### config.mk
export PLATFORM = sky130hd
export DESIGN_NAME = running_median_minmax_monitor
export DESIGN_NICKNAME = d
export VERILOG_FILES = /design/src/design/rmm_pkg.sv /design/src/design/rmm_ring_ram.sv /design/src/design/rmm_sort_cells.sv /design/src/design/running_median_minmax_monitor.sv
export SDC_FILE = /design/constraint.sdc
export NUM_CORES = 2
export LEC_CHECK = 0
export ABC_AREA = 1
export BUFFER_PORTS_ARGS = -buffer_cell sky130_fd_sc_hd__buf_2
export CORE_MARGIN = 1.5
export CORE_UTILIZATION = 45
export CTS_CLUSTER_SIZE = 28
export DETAILED_ROUTE_END_ITERATION = 8
export GPL_TIMING_DRIVEN = 0
export PLACE_DENSITY = 0.7
export SKIP_LAST_GASP = 1
export SLEW_MARGIN = 20
export SYNTH_ARGS = -nofsm -noshare
export SYNTH_HDL_FRONTEND = slang
export SYNTH_SLANG_ARGS = --single-unit
### constraint.sdc
create_clock -name clock -period 17.1 [get_ports clock]
set_input_delay 2.565 -clock clock [delete_from_list [all_inputs] [get_ports clock]]
set_output_delay 2.565 -clock clock [all_outputs]
set_load 0.02 [all_outputs]
### src/design/rmm_pkg.sv
// Shared types and constants for the running median min/max monitor.
`timescale 1ns / 1ps

package rmm_pkg;

   // Command group from the sequencer to the sorting cell row
   typedef struct packed {
      logic clear;     // empty the sorted row
      logic insert;    // insert the presented value in order
      logic pick_hi;   // capture the upper middle entry
      logic pick_lo;   // form the median from the middle entries
   } rmm_sort_ctl_type;

   localparam int unsigned CFG_WIDTH = 6;
   localparam int unsigned COUNT_BITS = 32;
   localparam logic [CFG_WIDTH-1:0] WINDOW_RESET = 6'd32;

endpackage

### src/design/rmm_ring_ram.sv
// Ring storage: single write port, single registered read port.
`timescale 1ns / 1ps

module rmm_ring_ram
   import rmm_pkg::*;
#(
   parameter int DEPTH = 32,
   parameter int WIDTH = 16,
   parameter int ADDR_W = 5
) (
   input  logic              clock,
   input  logic              wr_en,
   input  logic [ADDR_W-1:0] wr_addr,
   input  logic [WIDTH-1:0]  wr_data,
   input  logic              rd_en,
   input  logic [ADDR_W-1:0] rd_addr,
   output logic [WIDTH-1:0]  rd_data
);

   logic [WIDTH-1:0] mem_ff [DEPTH];
   logic [WIDTH-1:0] rd_data_ff;

   // Write one entry
   always_ff @(posedge clock) begin
      if (wr_en) begin
         mem_ff[wr_addr] <= wr_data;
      end
   end

   // Read one entry, data available in the following cycle
   always_ff @(posedge clock) begin
      if (rd_en) begin
         rd_data_ff <= mem_ff[rd_addr];
      end
   end

   assign rd_data = rd_data_ff;

endmodule

### src/design/rmm_sort_cells.sv
// Row of sorting cells: ordered insertion of window samples and median pick.
`timescale 1ns / 1ps

module rmm_sort_cells
   import rmm_pkg::*;
#(
   parameter int DEPTH = 32,
   parameter int SAMPLE_BITS = 16,
   parameter int PTR_W = 5,
   parameter int CNT_W = 6
) (
   input  logic                          clock,
   input  logic                          reset,
   input  rmm_sort_ctl_type              ctl,
   input  logic signed [SAMPLE_BITS-1:0] ins_value,
   input  logic        [CNT_W-1:0]       win_len,
   output logic signed [SAMPLE_BITS-1:0] median
);

   logic signed [SAMPLE_BITS-1:0] cell_ff [DEPTH];
   logic signed [SAMPLE_BITS-1:0] cell_in [DEPTH];
   logic signed [SAMPLE_BITS-1:0] prev_cell [DEPTH];
   logic        [DEPTH-1:0]       gt;
   logic        [DEPTH-1:0]       prev_le;
   logic        [CNT_W-1:0]       sort_cnt_ff;
   logic        [CNT_W-1:0]       sort_cnt_in;
   logic signed [SAMPLE_BITS-1:0] mid_ff;
   logic signed [SAMPLE_BITS-1:0] med_ff;
   logic signed [SAMPLE_BITS-1:0] lo_val;
   logic signed [SAMPLE_BITS:0]   mid_sum;
   logic        [PTR_W-1:0]       half;
   logic        [PTR_W-1:0]       lo_idx;

   // Compare the new value against every occupied cell; empty cells count as larger
   always_comb begin
      for (int i = 0; i < DEPTH; i++) begin
         gt[i] = (CNT_W'(i) >= sort_cnt_ff) || (cell_ff[i] > ins_value);
      end
      prev_cell[0] = ins_value;
      prev_le[0]   = 1'b1;
      for (int i = 1; i < DEPTH; i++) begin
         prev_cell[i] = cell_ff[i-1];
         prev_le[i]   = !gt[i-1];
      end
   end

   // Keep cells not larger than the value, put the value at the boundary, shift the rest up
   always_comb begin
      for (int i = 0; i < DEPTH; i++) begin
         if (!gt[i]) begin
            cell_in[i] = cell_ff[i];
         end else if (prev_le[i]) begin
            cell_in[i] = ins_value;
         end else begin
            cell_in[i] = prev_cell[i];
         end
      end
   end

   always_comb begin
      sort_cnt_in = sort_cnt_ff;
      if (ctl.clear) begin
         sort_cnt_in = '0;
      end else if (ctl.insert) begin
         sort_cnt_in = sort_cnt_ff + CNT_W'(1);
      end
   end

   always_ff @(posedge clock) begin
      if (reset) begin
         sort_cnt_ff <= '0;
      end else begin
         sort_cnt_ff <= sort_cnt_in;
      end
   end

   always_ff @(posedge clock) begin
      if (ctl.insert) begin
         cell_ff <= cell_in;
      end
   end

   // Middle positions of the sorted window
   assign half    = PTR_W'(win_len >> 1);
   assign lo_idx  = (half == '0) ? '0 : half - PTR_W'(1);
   assign lo_val  = cell_ff[lo_idx];
   assign mid_sum = {mid_ff[SAMPLE_BITS-1], mid_ff} + {lo_val[SAMPLE_BITS-1], lo_val};

   // Capture the upper middle, then average for an even length (floor)
   always_ff @(posedge clock) begin
      if (ctl.pick_hi) begin
         mid_ff <= cell_ff[half];
      end
      if (ctl.pick_lo) begin
         med_ff <= win_len[0] ? mid_ff : mid_sum[SAMPLE_BITS:1];
      end
   end

   assign median = med_ff;

endmodule

### src/design/running_median_minmax_monitor.sv
// Top level: sequencer, ring scans, extremes and result register.
// Order: accept in idle, scan, ST_MED_A and ST_MED_B when a median is due, then ST_DONE until
// the result beat loads; the scan reads L = max(window entries, median ring entries read),
// at most the effective window length. A new sample is stalled until the beat loads; the scan
// walks each ring's one read port one entry per cycle, with both rings read in parallel.
// Reset (synchronous): clears pointers, counts and state; long-term extremes go to their
// limits and window_size to 32. Ring contents are not cleared.
`timescale 1ns / 1ps

module running_median_minmax_monitor
   import rmm_pkg::*;
#(
   parameter int WINDOW_DEPTH = 32,
   parameter int SAMPLE_BITS = 16
) (
   input  logic                          clock,
   input  logic                          reset,
   input  logic                          req_valid,
   output logic                          req_stall,
   input  logic signed [SAMPLE_BITS-1:0] req_sample,
   input  logic                          csr_valid,
   output logic                          csr_ready,
   input  logic        [CFG_WIDTH-1:0]   csr_window_size,
   output logic                          rsp_valid,
   input  logic                          rsp_stall,
   output logic                          rsp_median_valid,
   output logic signed [SAMPLE_BITS-1:0] rsp_median_value,
   output logic signed [SAMPLE_BITS-1:0] rsp_window_min,
   output logic signed [SAMPLE_BITS-1:0] rsp_window_max,
   output logic signed [SAMPLE_BITS-1:0] rsp_median_ring_min,
   output logic signed [SAMPLE_BITS-1:0] rsp_median_ring_max,
   output logic signed [SAMPLE_BITS-1:0] rsp_longterm_min,
   output logic signed [SAMPLE_BITS-1:0] rsp_longterm_max,
   output logic signed [SAMPLE_BITS-1:0] rsp_longterm_median_min,
   output logic signed [SAMPLE_BITS-1:0] rsp_longterm_median_max,
   output logic        [COUNT_BITS-1:0]  rsp_samples_seen
);

   localparam int PTR_W = (WINDOW_DEPTH > 1) ? $clog2(WINDOW_DEPTH) : 1;
   localparam int CNT_W = $clog2(WINDOW_DEPTH + 1);
   localparam logic [PTR_W-1:0] LAST_IDX  = PTR_W'(WINDOW_DEPTH - 1);
   localparam logic [CNT_W-1:0] DEPTH_CNT = CNT_W'(WINDOW_DEPTH);
   localparam logic signed [SAMPLE_BITS-1:0] S_MAX = {1'b0, {(SAMPLE_BITS-1){1'b1}}};
   localparam logic signed [SAMPLE_BITS-1:0] S_MIN = {1'b1, {(SAMPLE_BITS-1){1'b0}}};

   localparam logic [2:0] ST_IDLE  = 3'd0;
   localparam logic [2:0] ST_SCAN  = 3'd1;
   localparam logic [2:0] ST_MED_A = 3'd2;
   localparam logic [2:0] ST_MED_B = 3'd3;
   localparam logic [2:0] ST_DONE  = 3'd4;

   logic [2:0]                    state_ff, state_in;
   logic [CFG_WIDTH-1:0]          win_ff;
   logic [CNT_W-1:0]              n_eff;
   logic [CNT_W-1:0]              n_ff;
   logic [PTR_W-1:0]              swp_ff, mwp_ff;
   logic [PTR_W-1:0]              s_addr_ff, m_addr_ff;
   logic [CNT_W-1:0]              fill_ff, fill_nx;
   logic [COUNT_BITS-1:0]         total_ff, total_in;
   logic                          due_in, due_ff;
   logic [CNT_W-1:0]              cnt_s_in, cnt_s_ff;
   logic [CNT_W-1:0]              mfill, kk, k_in, k_ff;
   logic [CNT_W-1:0]              len_in, len_ff;
   logic [CNT_W-1:0]              iss_ff;
   logic                          s_issue, m_issue;
   logic                          s_vld_ff, m_vld_ff;
   logic                          accept, load;
   logic                          rsp_valid_ff;
   logic [SAMPLE_BITS-1:0]        s_rdata, m_rdata;
   logic signed [SAMPLE_BITS-1:0] s_val, m_val;
   logic signed [SAMPLE_BITS-1:0] wmin_ff, wmax_ff, rmin_ff, rmax_ff;
   logic signed [SAMPLE_BITS-1:0] lt_raw_min_ff, lt_raw_max_ff;
   logic signed [SAMPLE_BITS-1:0] lt_med_min_ff, lt_med_max_ff;
   logic signed [SAMPLE_BITS-1:0] lt_med_min_in, lt_med_max_in;
   logic signed [SAMPLE_BITS-1:0] ring_min_in, ring_max_in;
   logic signed [SAMPLE_BITS-1:0] median;
   rmm_sort_ctl_type              sort_ctl;

   logic                          o_mvld_ff;
   logic signed [SAMPLE_BITS-1:0] o_med_ff, o_wmin_ff, o_wmax_ff, o_rmin_ff, o_rmax_ff;
   logic signed [SAMPLE_BITS-1:0] o_ltmin_ff, o_ltmax_ff, o_ltmmin_ff, o_ltmmax_ff;
   logic [COUNT_BITS-1:0]         o_seen_ff;

   assign accept    = (state_ff == ST_IDLE) && req_valid;
   assign req_stall = (state_ff != ST_IDLE);
   assign csr_ready = 1'b1;
   assign load      = (state_ff == ST_DONE) && (!rsp_valid_ff || !rsp_stall);

   // Effective window length: zero acts as one, saturate at the ring depth
   always_comb begin
      if (win_ff == '0) begin
         n_eff = CNT_W'(1);
      end else if (32'(win_ff) > 32'(WINDOW_DEPTH)) begin
         n_eff = DEPTH_CNT;
      end else begin
         n_eff = CNT_W'(win_ff);
      end
   end

   // Per-sample counts worked out at acceptance
   always_comb begin
      total_in = (total_ff == '1) ? total_ff : total_ff + COUNT_BITS'(1);
      due_in   = (total_in >= COUNT_BITS'(n_eff));
      cnt_s_in = due_in ? n_eff : CNT_W'(total_in);
      fill_nx  = (fill_ff < DEPTH_CNT) ? fill_ff + CNT_W'(1) : fill_ff;
      mfill    = due_in ? fill_nx : fill_ff;
      kk       = (mfill < n_eff) ? mfill : n_eff;
      k_in     = due_in ? kk - CNT_W'(1) : kk;
      len_in   = (cnt_s_in > k_in) ? cnt_s_in : k_in;
   end

   // Sequencer
   always_comb begin
      state_in = state_ff;
      unique case (state_ff)
         ST_IDLE: begin
            if (accept) begin
               state_in = ST_SCAN;
            end
         end
         ST_SCAN: begin
            if (iss_ff == len_ff) begin
               state_in = due_ff ? ST_MED_A : ST_DONE;
            end
         end
         ST_MED_A: state_in = ST_MED_B;
         ST_MED_B: state_in = ST_DONE;
         ST_DONE: begin
            if (load) begin
               state_in = ST_IDLE;
            end
         end
         default: state_in = ST_IDLE;
      endcase
   end

   assign s_issue = (state_ff == ST_SCAN) && (iss_ff < cnt_s_ff);
   assign m_issue = (state_ff == ST_SCAN) && (iss_ff < k_ff);

   // Control registers
   always_ff @(posedge clock) begin
      if (reset) begin
         state_ff      <= ST_IDLE;
         win_ff        <= WINDOW_RESET;
         swp_ff        <= '0;
         mwp_ff        <= '0;
         fill_ff       <= '0;
         total_ff      <= '0;
         iss_ff        <= '0;
         s_vld_ff      <= 1'b0;
         m_vld_ff      <= 1'b0;
         rsp_valid_ff  <= 1'b0;
         lt_raw_min_ff <= S_MAX;
         lt_raw_max_ff <= S_MIN;
         lt_med_min_ff <= S_MAX;
         lt_med_max_ff <= S_MIN;
      end else begin
         state_ff     <= state_in;
         s_vld_ff     <= s_issue;
         m_vld_ff     <= m_issue;
         rsp_valid_ff <= load || (rsp_valid_ff && rsp_stall);
         if (csr_valid && csr_ready) begin
            win_ff <= csr_window_size;
         end
         if (accept) begin
            swp_ff   <= (swp_ff == LAST_IDX) ? '0 : swp_ff + PTR_W'(1);
            total_ff <= total_in;
            iss_ff   <= '0;
            if (req_sample < lt_raw_min_ff) begin
               lt_raw_min_ff <= req_sample;
            end
            if (req_sample > lt_raw_max_ff) begin
               lt_raw_max_ff <= req_sample;
            end
         end else if ((state_ff == ST_SCAN) && (iss_ff < len_ff)) begin
            iss_ff <= iss_ff + CNT_W'(1);
         end
         // Push the median and fold it into the long-term extremes
         if (load && due_ff) begin
            mwp_ff        <= (mwp_ff == LAST_IDX) ? '0 : mwp_ff + PTR_W'(1);
            fill_ff       <= fill_nx;
            lt_med_min_ff <= lt_med_min_in;
            lt_med_max_ff <= lt_med_max_in;
         end
      end
   end

   // Scan set-up and read address walk, newest entry first
   always_ff @(posedge clock) begin
      if (accept) begin
         n_ff      <= n_eff;
         due_ff    <= due_in;
         cnt_s_ff  <= cnt_s_in;
         k_ff      <= k_in;
         len_ff    <= len_in;
         s_addr_ff <= swp_ff;
         m_addr_ff <= (mwp_ff == '0) ? LAST_IDX : mwp_ff - PTR_W'(1);
      end else begin
         if (s_issue) begin
            s_addr_ff <= (s_addr_ff == '0) ? LAST_IDX : s_addr_ff - PTR_W'(1);
         end
         if (m_issue) begin
            m_addr_ff <= (m_addr_ff == '0) ? LAST_IDX : m_addr_ff - PTR_W'(1);
         end
      end
   end

   rmm_ring_ram #(
      .DEPTH  (WINDOW_DEPTH),
      .WIDTH  (SAMPLE_BITS),
      .ADDR_W (PTR_W)
   ) u_sample_ring (
      .clock   (clock),
      .wr_en   (accept),
      .wr_addr (swp_ff),
      .wr_data (req_sample),
      .rd_en   (s_issue),
      .rd_addr (s_addr_ff),
      .rd_data (s_rdata)
   );

   rmm_ring_ram #(
      .DEPTH  (WINDOW_DEPTH),
      .WIDTH  (SAMPLE_BITS),
      .ADDR_W (PTR_W)
   ) u_median_ring (
      .clock   (clock),
      .wr_en   (load && due_ff),
      .wr_addr (mwp_ff),
      .wr_data (median),
      .rd_en   (m_issue),
      .rd_addr (m_addr_ff),
      .rd_data (m_rdata)
   );

   assign s_val = $signed(s_rdata);
   assign m_val = $signed(m_rdata);

   // Accumulate window and median ring extremes as read data returns
   always_ff @(posedge clock) begin
      if (accept) begin
         wmin_ff <= S_MAX;
         wmax_ff <= S_MIN;
         rmin_ff <= S_MAX;
         rmax_ff <= S_MIN;
      end else begin
         if (s_vld_ff) begin
            if (s_val < wmin_ff) begin
               wmin_ff <= s_val;
            end
            if (s_val > wmax_ff) begin
               wmax_ff <= s_val;
            end
         end
         if (m_vld_ff) begin
            if (m_val < rmin_ff) begin
               rmin_ff <= m_val;
            end
            if (m_val > rmax_ff) begin
               rmax_ff <= m_val;
            end
         end
      end
   end

   // Drive the sorting row
   always_comb begin
      sort_ctl.clear   = accept;
      sort_ctl.insert  = s_vld_ff && due_ff;
      sort_ctl.pick_hi = (state_ff == ST_MED_A);
      sort_ctl.pick_lo = (state_ff == ST_MED_B);
   end

   rmm_sort_cells #(
      .DEPTH       (WINDOW_DEPTH),
      .SAMPLE_BITS (SAMPLE_BITS),
      .PTR_W       (PTR_W),
      .CNT_W       (CNT_W)
   ) u_sort (
      .clock     (clock),
      .reset     (reset),
      .ctl       (sort_ctl),
      .ins_value (s_val),
      .win_len   (n_ff),
      .median    (median)
   );

   // Final extremes, including the new median when one is due; an empty median ring reads as zero
   always_comb begin
      lt_med_min_in = (median < lt_med_min_ff) ? median : lt_med_min_ff;
      lt_med_max_in = (median > lt_med_max_ff) ? median : lt_med_max_ff;
      if (due_ff) begin
         ring_min_in = (median < rmin_ff) ? median : rmin_ff;
         ring_max_in = (median > rmax_ff) ? median : rmax_ff;
      end else if (fill_ff == '0) begin
         ring_min_in = '0;
         ring_max_in = '0;
      end else begin
         ring_min_in = rmin_ff;
         ring_max_in = rmax_ff;
      end
   end

   // Result register: load the beat once the previous one has gone
   always_ff @(posedge clock) begin
      if (load) begin
         o_mvld_ff   <= due_ff;
         o_med_ff    <= due_ff ? median : '0;
         o_wmin_ff   <= wmin_ff;
         o_wmax_ff   <= wmax_ff;
         o_rmin_ff   <= ring_min_in;
         o_rmax_ff   <= ring_max_in;
         o_ltmin_ff  <= lt_raw_min_ff;
         o_ltmax_ff  <= lt_raw_max_ff;
         o_ltmmin_ff <= due_ff ? lt_med_min_in : lt_med_min_ff;
         o_ltmmax_ff <= due_ff ? lt_med_max_in : lt_med_max_ff;
         o_seen_ff   <= total_ff;
      end
   end

   assign rsp_valid               = rsp_valid_ff;
   assign rsp_median_valid        = o_mvld_ff;
   assign rsp_median_value        = o_med_ff;
   assign rsp_window_min          = o_wmin_ff;
   assign rsp_window_max          = o_wmax_ff;
   assign rsp_median_ring_min     = o_rmin_ff;
   assign rsp_median_ring_max     = o_rmax_ff;
   assign rsp_longterm_min        = o_ltmin_ff;
   assign rsp_longterm_max        = o_ltmax_ff;
   assign rsp_longterm_median_min = o_ltmmin_ff;
   assign rsp_longterm_median_max = o_ltmmax_ff;
   assign rsp_samples_seen        = o_seen_ff;

   // Checks
   a_scan_bound: assert property (@(posedge clock) disable iff (reset)
      (state_ff == ST_SCAN) |-> (iss_ff <= len_ff))
      else $error("scan counter ran past its length");

   a_fill_bound: assert property (@(posedge clock) disable iff (reset)
      fill_ff <= DEPTH_CNT)
      else $error("median fill count above ring depth");

   a_accept_scan: assert property (@(posedge clock) disable iff (reset)
      accept |=> (state_ff == ST_SCAN))
      else $error("accepted sample did not start a scan");

   a_window_order: assert property (@(posedge clock) disable iff (reset)
      rsp_valid |-> (rsp_window_min <= rsp_window_max))
      else $error("window extremes out of order");

endmodule
== Word-level counts from Yosys, hierarchy flattened ==
Memory sizes are Yosys's and may differ from the RTL's. A register that Yosys moved wholly into a read port is not among the register bits.
Cells that the tools add are included.
Widths: inputs -> output; s select.

* Flip-flop bits (word level): 956
* Memory bits (writable): 1024
* Input bits: 27
* Logic and storage cells: 352
* Memories kept: 2

* Add/sub/neg operators: 12
* Magnitude comparators: 84
* Eq/ne operators: 11
* Multiplexer cells: 76
* Bitwise gates (word level): 2
* Reductions and logical operators: 94

{| class="wikitable"
|+ Memory list
! memory !! depth !! bits a word !! read ports !! clocked after Yosys merged registers in !! wr ports !! line !! RTL
|-
| u_median_ring.mem_ff || 32 || 16 || 1 || 1 || 1 || rmm_ring_ram.sv:20 || <nowiki>logic [WIDTH-1:0] mem_ff [DEPTH];</nowiki>
|-
| u_sample_ring.mem_ff || 32 || 16 || 1 || 1 || 1 || rmm_ring_ram.sv:20 ||
|}

{| class="wikitable"
|+ Operator list
! kind !! number
|-
| $mux 16 || 46
|-
| $gt 16x16->1 || 37
|-
| $bmux 16 s5 || 2
|-
| $ge 5x6->1 const A || 16
|-
| $lt 16x16->1 || 5
|-
| $reduce_and 2->1 || 38
|-
| $mux 5 || 10
|-
| $ge 4x6->1 const A || 8
|-
| $mux 6 || 8
|-
| $logic_or 1x1->1 || 34
|-
| $add 32x1->32 const B || 1
|-
| $eq 32x32->1 const B || 1
|-
| $ge 32x6->1 || 1
|-
| $mux 32 || 1
|-
| $ge 3x6->1 const A || 4
|-
| $lt 6x6->1 || 4
|-
| $logic_not 5->1 || 4
|-
| $sub 5x1->5 const B || 4
|-
| $add 6x1->6 const B || 3
|-
| $add 16x16->17 || 1
|-
| $pmux 3 s5 || 1
|-
| $ge 1x6->1 const A || 2
|-
| $ge 2x6->1 const A || 2
|-
| $ge 6x6->1 const B || 2
|-
| other kinds (22) || 44
|}

== Longest topological paths before layout ==
* Depth after elaboration: 11
* Gate-level depth with buffers: 48
* Mapped depth without buffers: 46

== By module ==
From an unflattened synthesis, not the netlist that was laid out.

* Cell total of the unflattened synthesis: 11501
* Area, all modules: 108180.0 sq um

{| class="wikitable"
|+ By module, submodules not included
! module !! times used !! cells an instance !! area an instance (sq um)
|-
| rmm_sort_cells || 1 || 5518 || 44082.3
|-
| rmm_ring_ram || 2 || 1794 || 21461.8
|-
| running_median_minmax_monitor || 1 || 2395 || 21174.1
|}

== Worst setup path before layout ==
No wires, ideal clock.

* Path kind: input to register
* Start point: input port rsp_stall
* End point: memory u_median_ring.mem_ff[7][0] (enable)
* Setup time: 0.430 ns
* Arrival time: 14.608 ns
* Path slack: 2.062 ns
* Cell stages on the path: 5
* Cell sequence: a21oi_1 > nand2_1 > nor2_1 > inv_1 > nor4_1

* Word-level cells in the longest chain between the ends: 6

{| class="wikitable"
|+ RTL lines
! item !! line !! RTL
|-
| start, declared || running_median_minmax_monitor.sv:25 || <nowiki>input logic rsp_stall,</nowiki>
|-
| $logic_not 1->1 || running_median_minmax_monitor.sv:87 || <nowiki>assign load = (state_ff == ST_DONE) && (!rsp_valid_ff || !rsp_stall);</nowiki>
|-
| $logic_or 1x1->1 || running_median_minmax_monitor.sv:87 ||
|-
| $logic_and 1x1->1 || running_median_minmax_monitor.sv:87 ||
|-
| $logic_and 1x1->1 || running_median_minmax_monitor.sv:228 || <nowiki>.wr_en (load && due_ff),</nowiki>
|-
| $mux 1 || rmm_ring_ram.sv:25 || <nowiki>if (wr_en) begin</nowiki>
|-
| $mux 1 (not written as such) || rmm_ring_ram.sv:26 || <nowiki>mem_ff[wr_addr] <= wr_data;</nowiki>
|-
| end, declared || rmm_ring_ram.sv:20 ||
|}

Every way passes these cells.

== Final worst setup path ==
* Start point: register n_ff[1]
* End point: register u_sort.med_ff[15], in the netlist u_sort.median[15], data pin

* Word-level cells in the longest chain between the ends: 8
* Elaborated cells on any way between the ends: 9
* Those cells by class: add/sub (2); mux (5); bitwise (1); reduce/logical (1)

{| class="wikitable"
|+ RTL lines
! item !! line !! RTL
|-
| start, declared || running_median_minmax_monitor.sv:55 || <nowiki>logic [CNT_W-1:0] n_ff;</nowiki>
|-
| start signal, assigned || running_median_minmax_monitor.sv:191 || <nowiki>n_ff <= n_eff;</nowiki>
|-
| $sub 5x1->5 or $logic_not 5->1 (tied branches) || rmm_sort_cells.sv:85 || <nowiki>assign lo_idx = (half == '0) ? '0 : half - PTR_W'(1);</nowiki>
|-
| $mux 5 * || rmm_sort_cells.sv:85 ||
|-
| $not 5->6 (not written as such) * || rmm_sort_cells.sv:86 || <nowiki>assign lo_val = cell_ff[lo_idx];</nowiki>
|-
| $bmux 16 s5 * || rmm_sort_cells.sv:86 ||
|-
| $mux 16 (not written as such) * (2 in series) || rmm_sort_cells.sv:86 ||
|-
| $add 16x16->17 * || rmm_sort_cells.sv:87 || <nowiki>assign mid_sum = {mid_ff[SAMPLE_BITS-1], mid_ff} + {lo_val[SAMPLE_BITS-1], lo_val};</nowiki>
|-
| $mux 16 * || rmm_sort_cells.sv:95 || <nowiki>med_ff <= win_len[0] ? mid_ff : mid_sum[SAMPLE_BITS:1];</nowiki>
|-
| end signal, assigned || rmm_sort_cells.sv:95 ||
|-
| end, declared || rmm_sort_cells.sv:28 || <nowiki>logic signed [SAMPLE_BITS-1:0] med_ff;</nowiki>
|}

Every way passes the cells marked *; elsewhere a longest branch is shown, timed or not. The select of a mux whose other input is x is not followed.
A chain may end at the register's enable or synchronous reset.

==> results.toml <==
[run_status]
status = "finished, final reports clean"

[detailed_routing]
drc = 0
wirelength_mm = 546.9
postRouteAntennaNets = 0
routedWlPerCell_um = 37.28
vias_per_cell = 6.599
detailedRoute.firstPassIterationCount = 6
detailroute.via_count = 96810
starting_drt_drc_count = 16260

[pwr]
total_switching_power_mw = 11.21
clock_power_frac = 0.213
p_sw_frac = 0.4903
internal_power_mw = 11.65
cellLeakagePower_nw = 45.77
irDropWorstVdd_v = 0.0001764
comb_power_share = 0.491
power_frac_seq = 0.296
totalPowerFinal_mw = 22.86
pwr_density_cell_mw_per_mm2 = 188.8

[floorplanning]
floorplan.die.height_um = 487.7
placeableCoreArea_mm2 = 0.2330
floorplan.die_area_mm2 = 0.2379
std_cell_rows = 177
fp.dieW_um = 487.7
num_io_pins = 207
initial_utilization = 0.4538

[timing]
min_period_over_period = 0.6682
hold_viol = 0
layout_min_cycle_time_ps = 11430
finalClockSkew_ps = 63.66
slew-limit-headroom = 0.06727
timing.final.max_slew_violations = 0
timing.fmax_mhz = 87.52
totalNegativeSetupSlack_ps = 0
tightestPinTransition_ps = 1399
rsz0062_at_grt = "no"
setup_viol = 0

[clock_network]
clock_tree.htree_level_count = 4
tritoncts.num_buffers = 211
path_clk_slew_ps = 60
cts_root_buffer = "sky130_fd_sc_hd__clkbuf_16"
worst_skew_pair.late_latency_ps = 920
post_cts.resized_instances = 0
cts_post_setup_buffers_inserted = 0
numClockSinks = 2012
cts_max_path_buffers = 3
tritoncts = "done"
count_of_hold_buffers_inserted_by_post_cts_repair = 0

[synthesis]
syn_avg_cell_area_um2 = 9.827
postSynthNetCount = 11520
synth-main-ff-cell = "sky130_fd_sc_hd__edfxtp_1"
count_of_state_elements_after_synthesis = 2012
synth-edff-count = 1812
yosysSeqAreaShare = 0.5525
synth.lib_cells_used.distinct = 67
syn_inst = 10760
synth-warning-count = 0
async_flop_share = 0
synth.cell_area_mm2 = 0.1057

[setup_path]
timing.reg2reg.setup_slack_ps = 5670
required_ps = 17730
crit_path_end_kind = "register"
cp_max_fo = 11
reg2regPathDepth = 32
cp.arrival_ps = 12060
cp-endpoint = "u_sort.median[15]$_DFFE_PP_"
critical_path.max_stage_delay_ps = 710
worstSetupStartpoint = "n_ff[1]$_DFFE_PP_"
setup.worst_path.class = "reg -> reg"
worst_r2r_endpoint = "u_sort.median[15]$_DFFE_PP_"
critical_path.slowest_cell = "sky130_fd_sc_hd__o311ai_2"
r2r_start = "n_ff[1]$_DFFE_PP_"
setup.worst_path.start_class = "register"
worst_path_most_repeated_cell = "sky130_fd_sc_hd__o21ai_0"

[global_route]
grt_antenna_before_repair = 66
globalRouteTotalUtil = 0.4501
grt_first_pass_wirelength_mm = 735.0
grt_overflow = 0
maximum_number_of_pins_on_one_net_before_global_route_repair = 37
via_count_of_the_first_global_routing_pass = 89460

[cells_and_area]
layout.nets = 12090
layout.filler_cells = 20780
area_delta_synth_final_pct = 14.56
fraction_of_layout_cells_with_a_size_suffix_above_1 = 0.08498

[placed_design]
routabilityCongestion = 1.080
place.detailed.hpwl_mm = 416.7
portBuffers = 205

[flow_run]
max_cap_viol_count = 0

[worst_hold_path]
timing.hold.worst.class = "reg -> reg"
==> per-stage QoR <==
step                setup WS, ps  area (µm²)  hold slack [ps]    util  cells
global route                5790      121100            434.7  0.5196  14650
floorplan                   2062      105700            408.2       -  10760
global placement           -5896      110700            416.7  0.4750  14100
detailed placement          6404      113800            416.9  0.4884  14250
finish                      5674      121100            428.7  0.5199  14670
CTS                         6353      121000            414.1  0.5195  14640
==> synth_stat cells (all sizes together) (13+ instances only) <==
| master | count | area (µm²) |
|---|---|---|
| o311ai | 57 | 499.2 |
| nand3 | 351 | 1794 |
| xor2 | 17 | 148.9 |
| o22ai | 120 | 750.7 |
| o21a | 20 | 150.1 |
| o221ai | 177 | 1550 |
| o21ai | 1722 | 8618 |
| dfxtp | 200 | 4004 |
| xnor2 | 25 | 219.0 |
| o211ai | 241 | 1809 |
| inv | 785 | 2947 |
| nor2 | 928 | 3560 |
| a21oi | 785 | 3933 |
| a211oi | 30 | 225.2 |
| ha | 736 | 9209 |
| edfxtp | 1812 | 54410 |
| a32oi | 16 | 140.1 |
| nand4 | 104 | 650.6 |
| o21bai | 24 | 180.2 |
| buf | 76 | 302.8 |
| o41ai | 13 | 113.9 |
| nand2 | 1632 | 6178 |
| clkbuf | 590 | 2215 |
| nor3 | 47 | 235.2 |
| o31ai | 37 | 277.8 |
| a31oi | 69 | 431.7 |
| a221oi | 22 | 192.7 |
==> state kept, by name (all words and copies together), names as in the netlist, 32 cells and up <==
name	count
u_median_ring.mem_ff	512
u_sort.cell_ff	512
u_sample_ring.mem_ff	512
total_ff	32
rsp_samples_seen	32
==> cells by family after synthesis <==
group | after synthesis | share of synthesized area
other cells | 1 | 0.00003547
simple gates | 3100 | 0.1200
buf+inv | 1460 | 0.05200
flops | 2012 | 0.5525
mux | 1 | 0.00009468
xor+xnor | 42 | 0.003479
fa+ha+maj | 737 | 0.08729
compound gates | 3406 | 0.1846
==> layer usage <==
| layer | wire (µm) | track usage | up-vias |
|---|---|---|---|
| met5 | 211 | 0 | - |
| met3 | 68860 | 0.1261 | 1456 |
| met2 | 226900 | 0.6517 | 7235 |
| met4 | 37420 | 0.2537 | 26 |
| li1 | - | - | 40250 |
| met1 | 213600 | 0.6047 | 47840 |
==> worst min-delay path by stage <==
stage | startpoint | to | slack [ps] | cells past startpoint
6_report | lt_raw_min_ff[12]$_SDFFE_PP1P_ | rsp_longterm_min[12]$_DFFE_PP_ | 430 | 0
4_1_cts | lt_raw_min_ff[12]$_SDFFE_PP1P_ | rsp_longterm_min[12]$_DFFE_PP_ | 410 | 0
2_1_floorplan | lt_raw_min_ff[10]$_SDFFE_PP1P_ | rsp_longterm_min[10]$_DFFE_PP_ | 410 | 0
3_5_place_dp | wmax_ff[14]$_SDFFE_PP0P_ | rsp_window_max[14]$_DFFE_PP_ | 420 | 0
5_1_grt | wmax_ff[14]$_SDFFE_PP0P_ | rsp_window_max[14]$_DFFE_PP_ | 430 | 0
3_3_place_gp | lt_raw_min_ff[12]$_SDFFE_PP1P_ | rsp_longterm_min[12]$_DFFE_PP_ | 420 | 0
==> power by group through the flow <==
stage	combinational (mW)	sequential [mW]	clock (mW)
3_5_place_dp	10.6	6.81	0
3_3_place_gp	9.95	6.95	0
6_report	11.2	6.78	4.86
2_1_floorplan	5.43	6.59	0
4_1_cts	10.7	6.72	4.85
5_1_grt	11.6	6.76	5.03
==> cell usage in the layout, fill, tap and decap left out, types with 20 or more instances in the layout <==
master / Yosys / final
sky130_fd_sc_hd__buf_2: 5 / 222
sky130_fd_sc_hd__clkinv_1: 9 / 37
sky130_fd_sc_hd__xnor2_1: 25 / 25
sky130_fd_sc_hd__o22ai_1: 120 / 120
sky130_fd_sc_hd__ha_1: 736 / 736
sky130_fd_sc_hd__a211oi_1: 30 / 30
sky130_fd_sc_hd__o21bai_1: 24 / 24
sky130_fd_sc_hd__nand3_1: 345 / 345
sky130_fd_sc_hd__o211ai_1: 241 / 241
sky130_fd_sc_hd__buf_16: 0 / 29
sky130_fd_sc_hd__o311ai_0: 57 / 34
sky130_fd_sc_hd__nor3_1: 47 / 42
sky130_fd_sc_hd__dfxtp_1: 200 / 200
sky130_fd_sc_hd__o21ai_1: 11 / 26
sky130_fd_sc_hd__nand2_1: 1617 / 1617
sky130_fd_sc_hd__edfxtp_1: 1812 / 1812
sky130_fd_sc_hd__bufinv_16: 0 / 27
sky130_fd_sc_hd__buf_6: 1 / 32
sky130_fd_sc_hd__clkinv_2: 0 / 37
sky130_fd_sc_hd__nand4_1: 104 / 104
sky130_fd_sc_hd__buf_8: 0 / 55
sky130_fd_sc_hd__a221oi_1: 22 / 22
sky130_fd_sc_hd__a21oi_2: 1 / 28
sky130_fd_sc_hd__clkbuf_2: 0 / 68
sky130_fd_sc_hd__buf_4: 1 / 23
sky130_fd_sc_hd__nor2_1: 913 / 846
sky130_fd_sc_hd__clkbuf_16: 0 / 211
sky130_fd_sc_hd__buf_1: 69 / 62
sky130_fd_sc_hd__o31ai_1: 37 / 37
sky130_fd_sc_hd__diode_2: 0 / 29
sky130_fd_sc_hd__nor2_2: 9 / 49
sky130_fd_sc_hd__inv_1: 773 / 773
sky130_fd_sc_hd__o21ai_0: 1711 / 1689
sky130_fd_sc_hd__o221ai_1: 177 / 177
sky130_fd_sc_hd__o21a_1: 20 / 20
sky130_fd_sc_hd__nor2_4: 5 / 32
sky130_fd_sc_hd__a21oi_1: 784 / 754
sky130_fd_sc_hd__a31oi_1: 69 / 67
sky130_fd_sc_hd__clkbuf_1: 590 / 543
==> worst max-delay path: cells and delay by family (launching register included) <==
family	cells	cell delay (ps)
DFF	1	680
and+or+nand+nor	7	1570
adders and majority gates	2	710
AOI/OAI and AO/OA	11	3610
buffers and inverters	12	4550
==> final cells by class <==
| class | instances | area [µm²] | share of cell area |
|---|---|---|---|
| Antenna cell | 29 | 72.57 | 0.0005992 |
| Buffer | 666 | 2668 | 0.02202 |
| Clock buffer | 252 | 5484 | 0.04528 |
| Clock inverter | 142 | 1745 | 0.01441 |
| Inverter | 794 | 2980 | 0.02461 |
| Multi-Input combinational cell | 7287 | 42470 | 0.3506 |
| Sequential cell | 2012 | 58420 | 0.4823 |
| Tap cell | 3132 | 3919 | 0.03235 |
| Timing Repair Buffer | 356 | 3369 | 0.02782 |
Note: power is estimated with default switching activity, not from simulation.
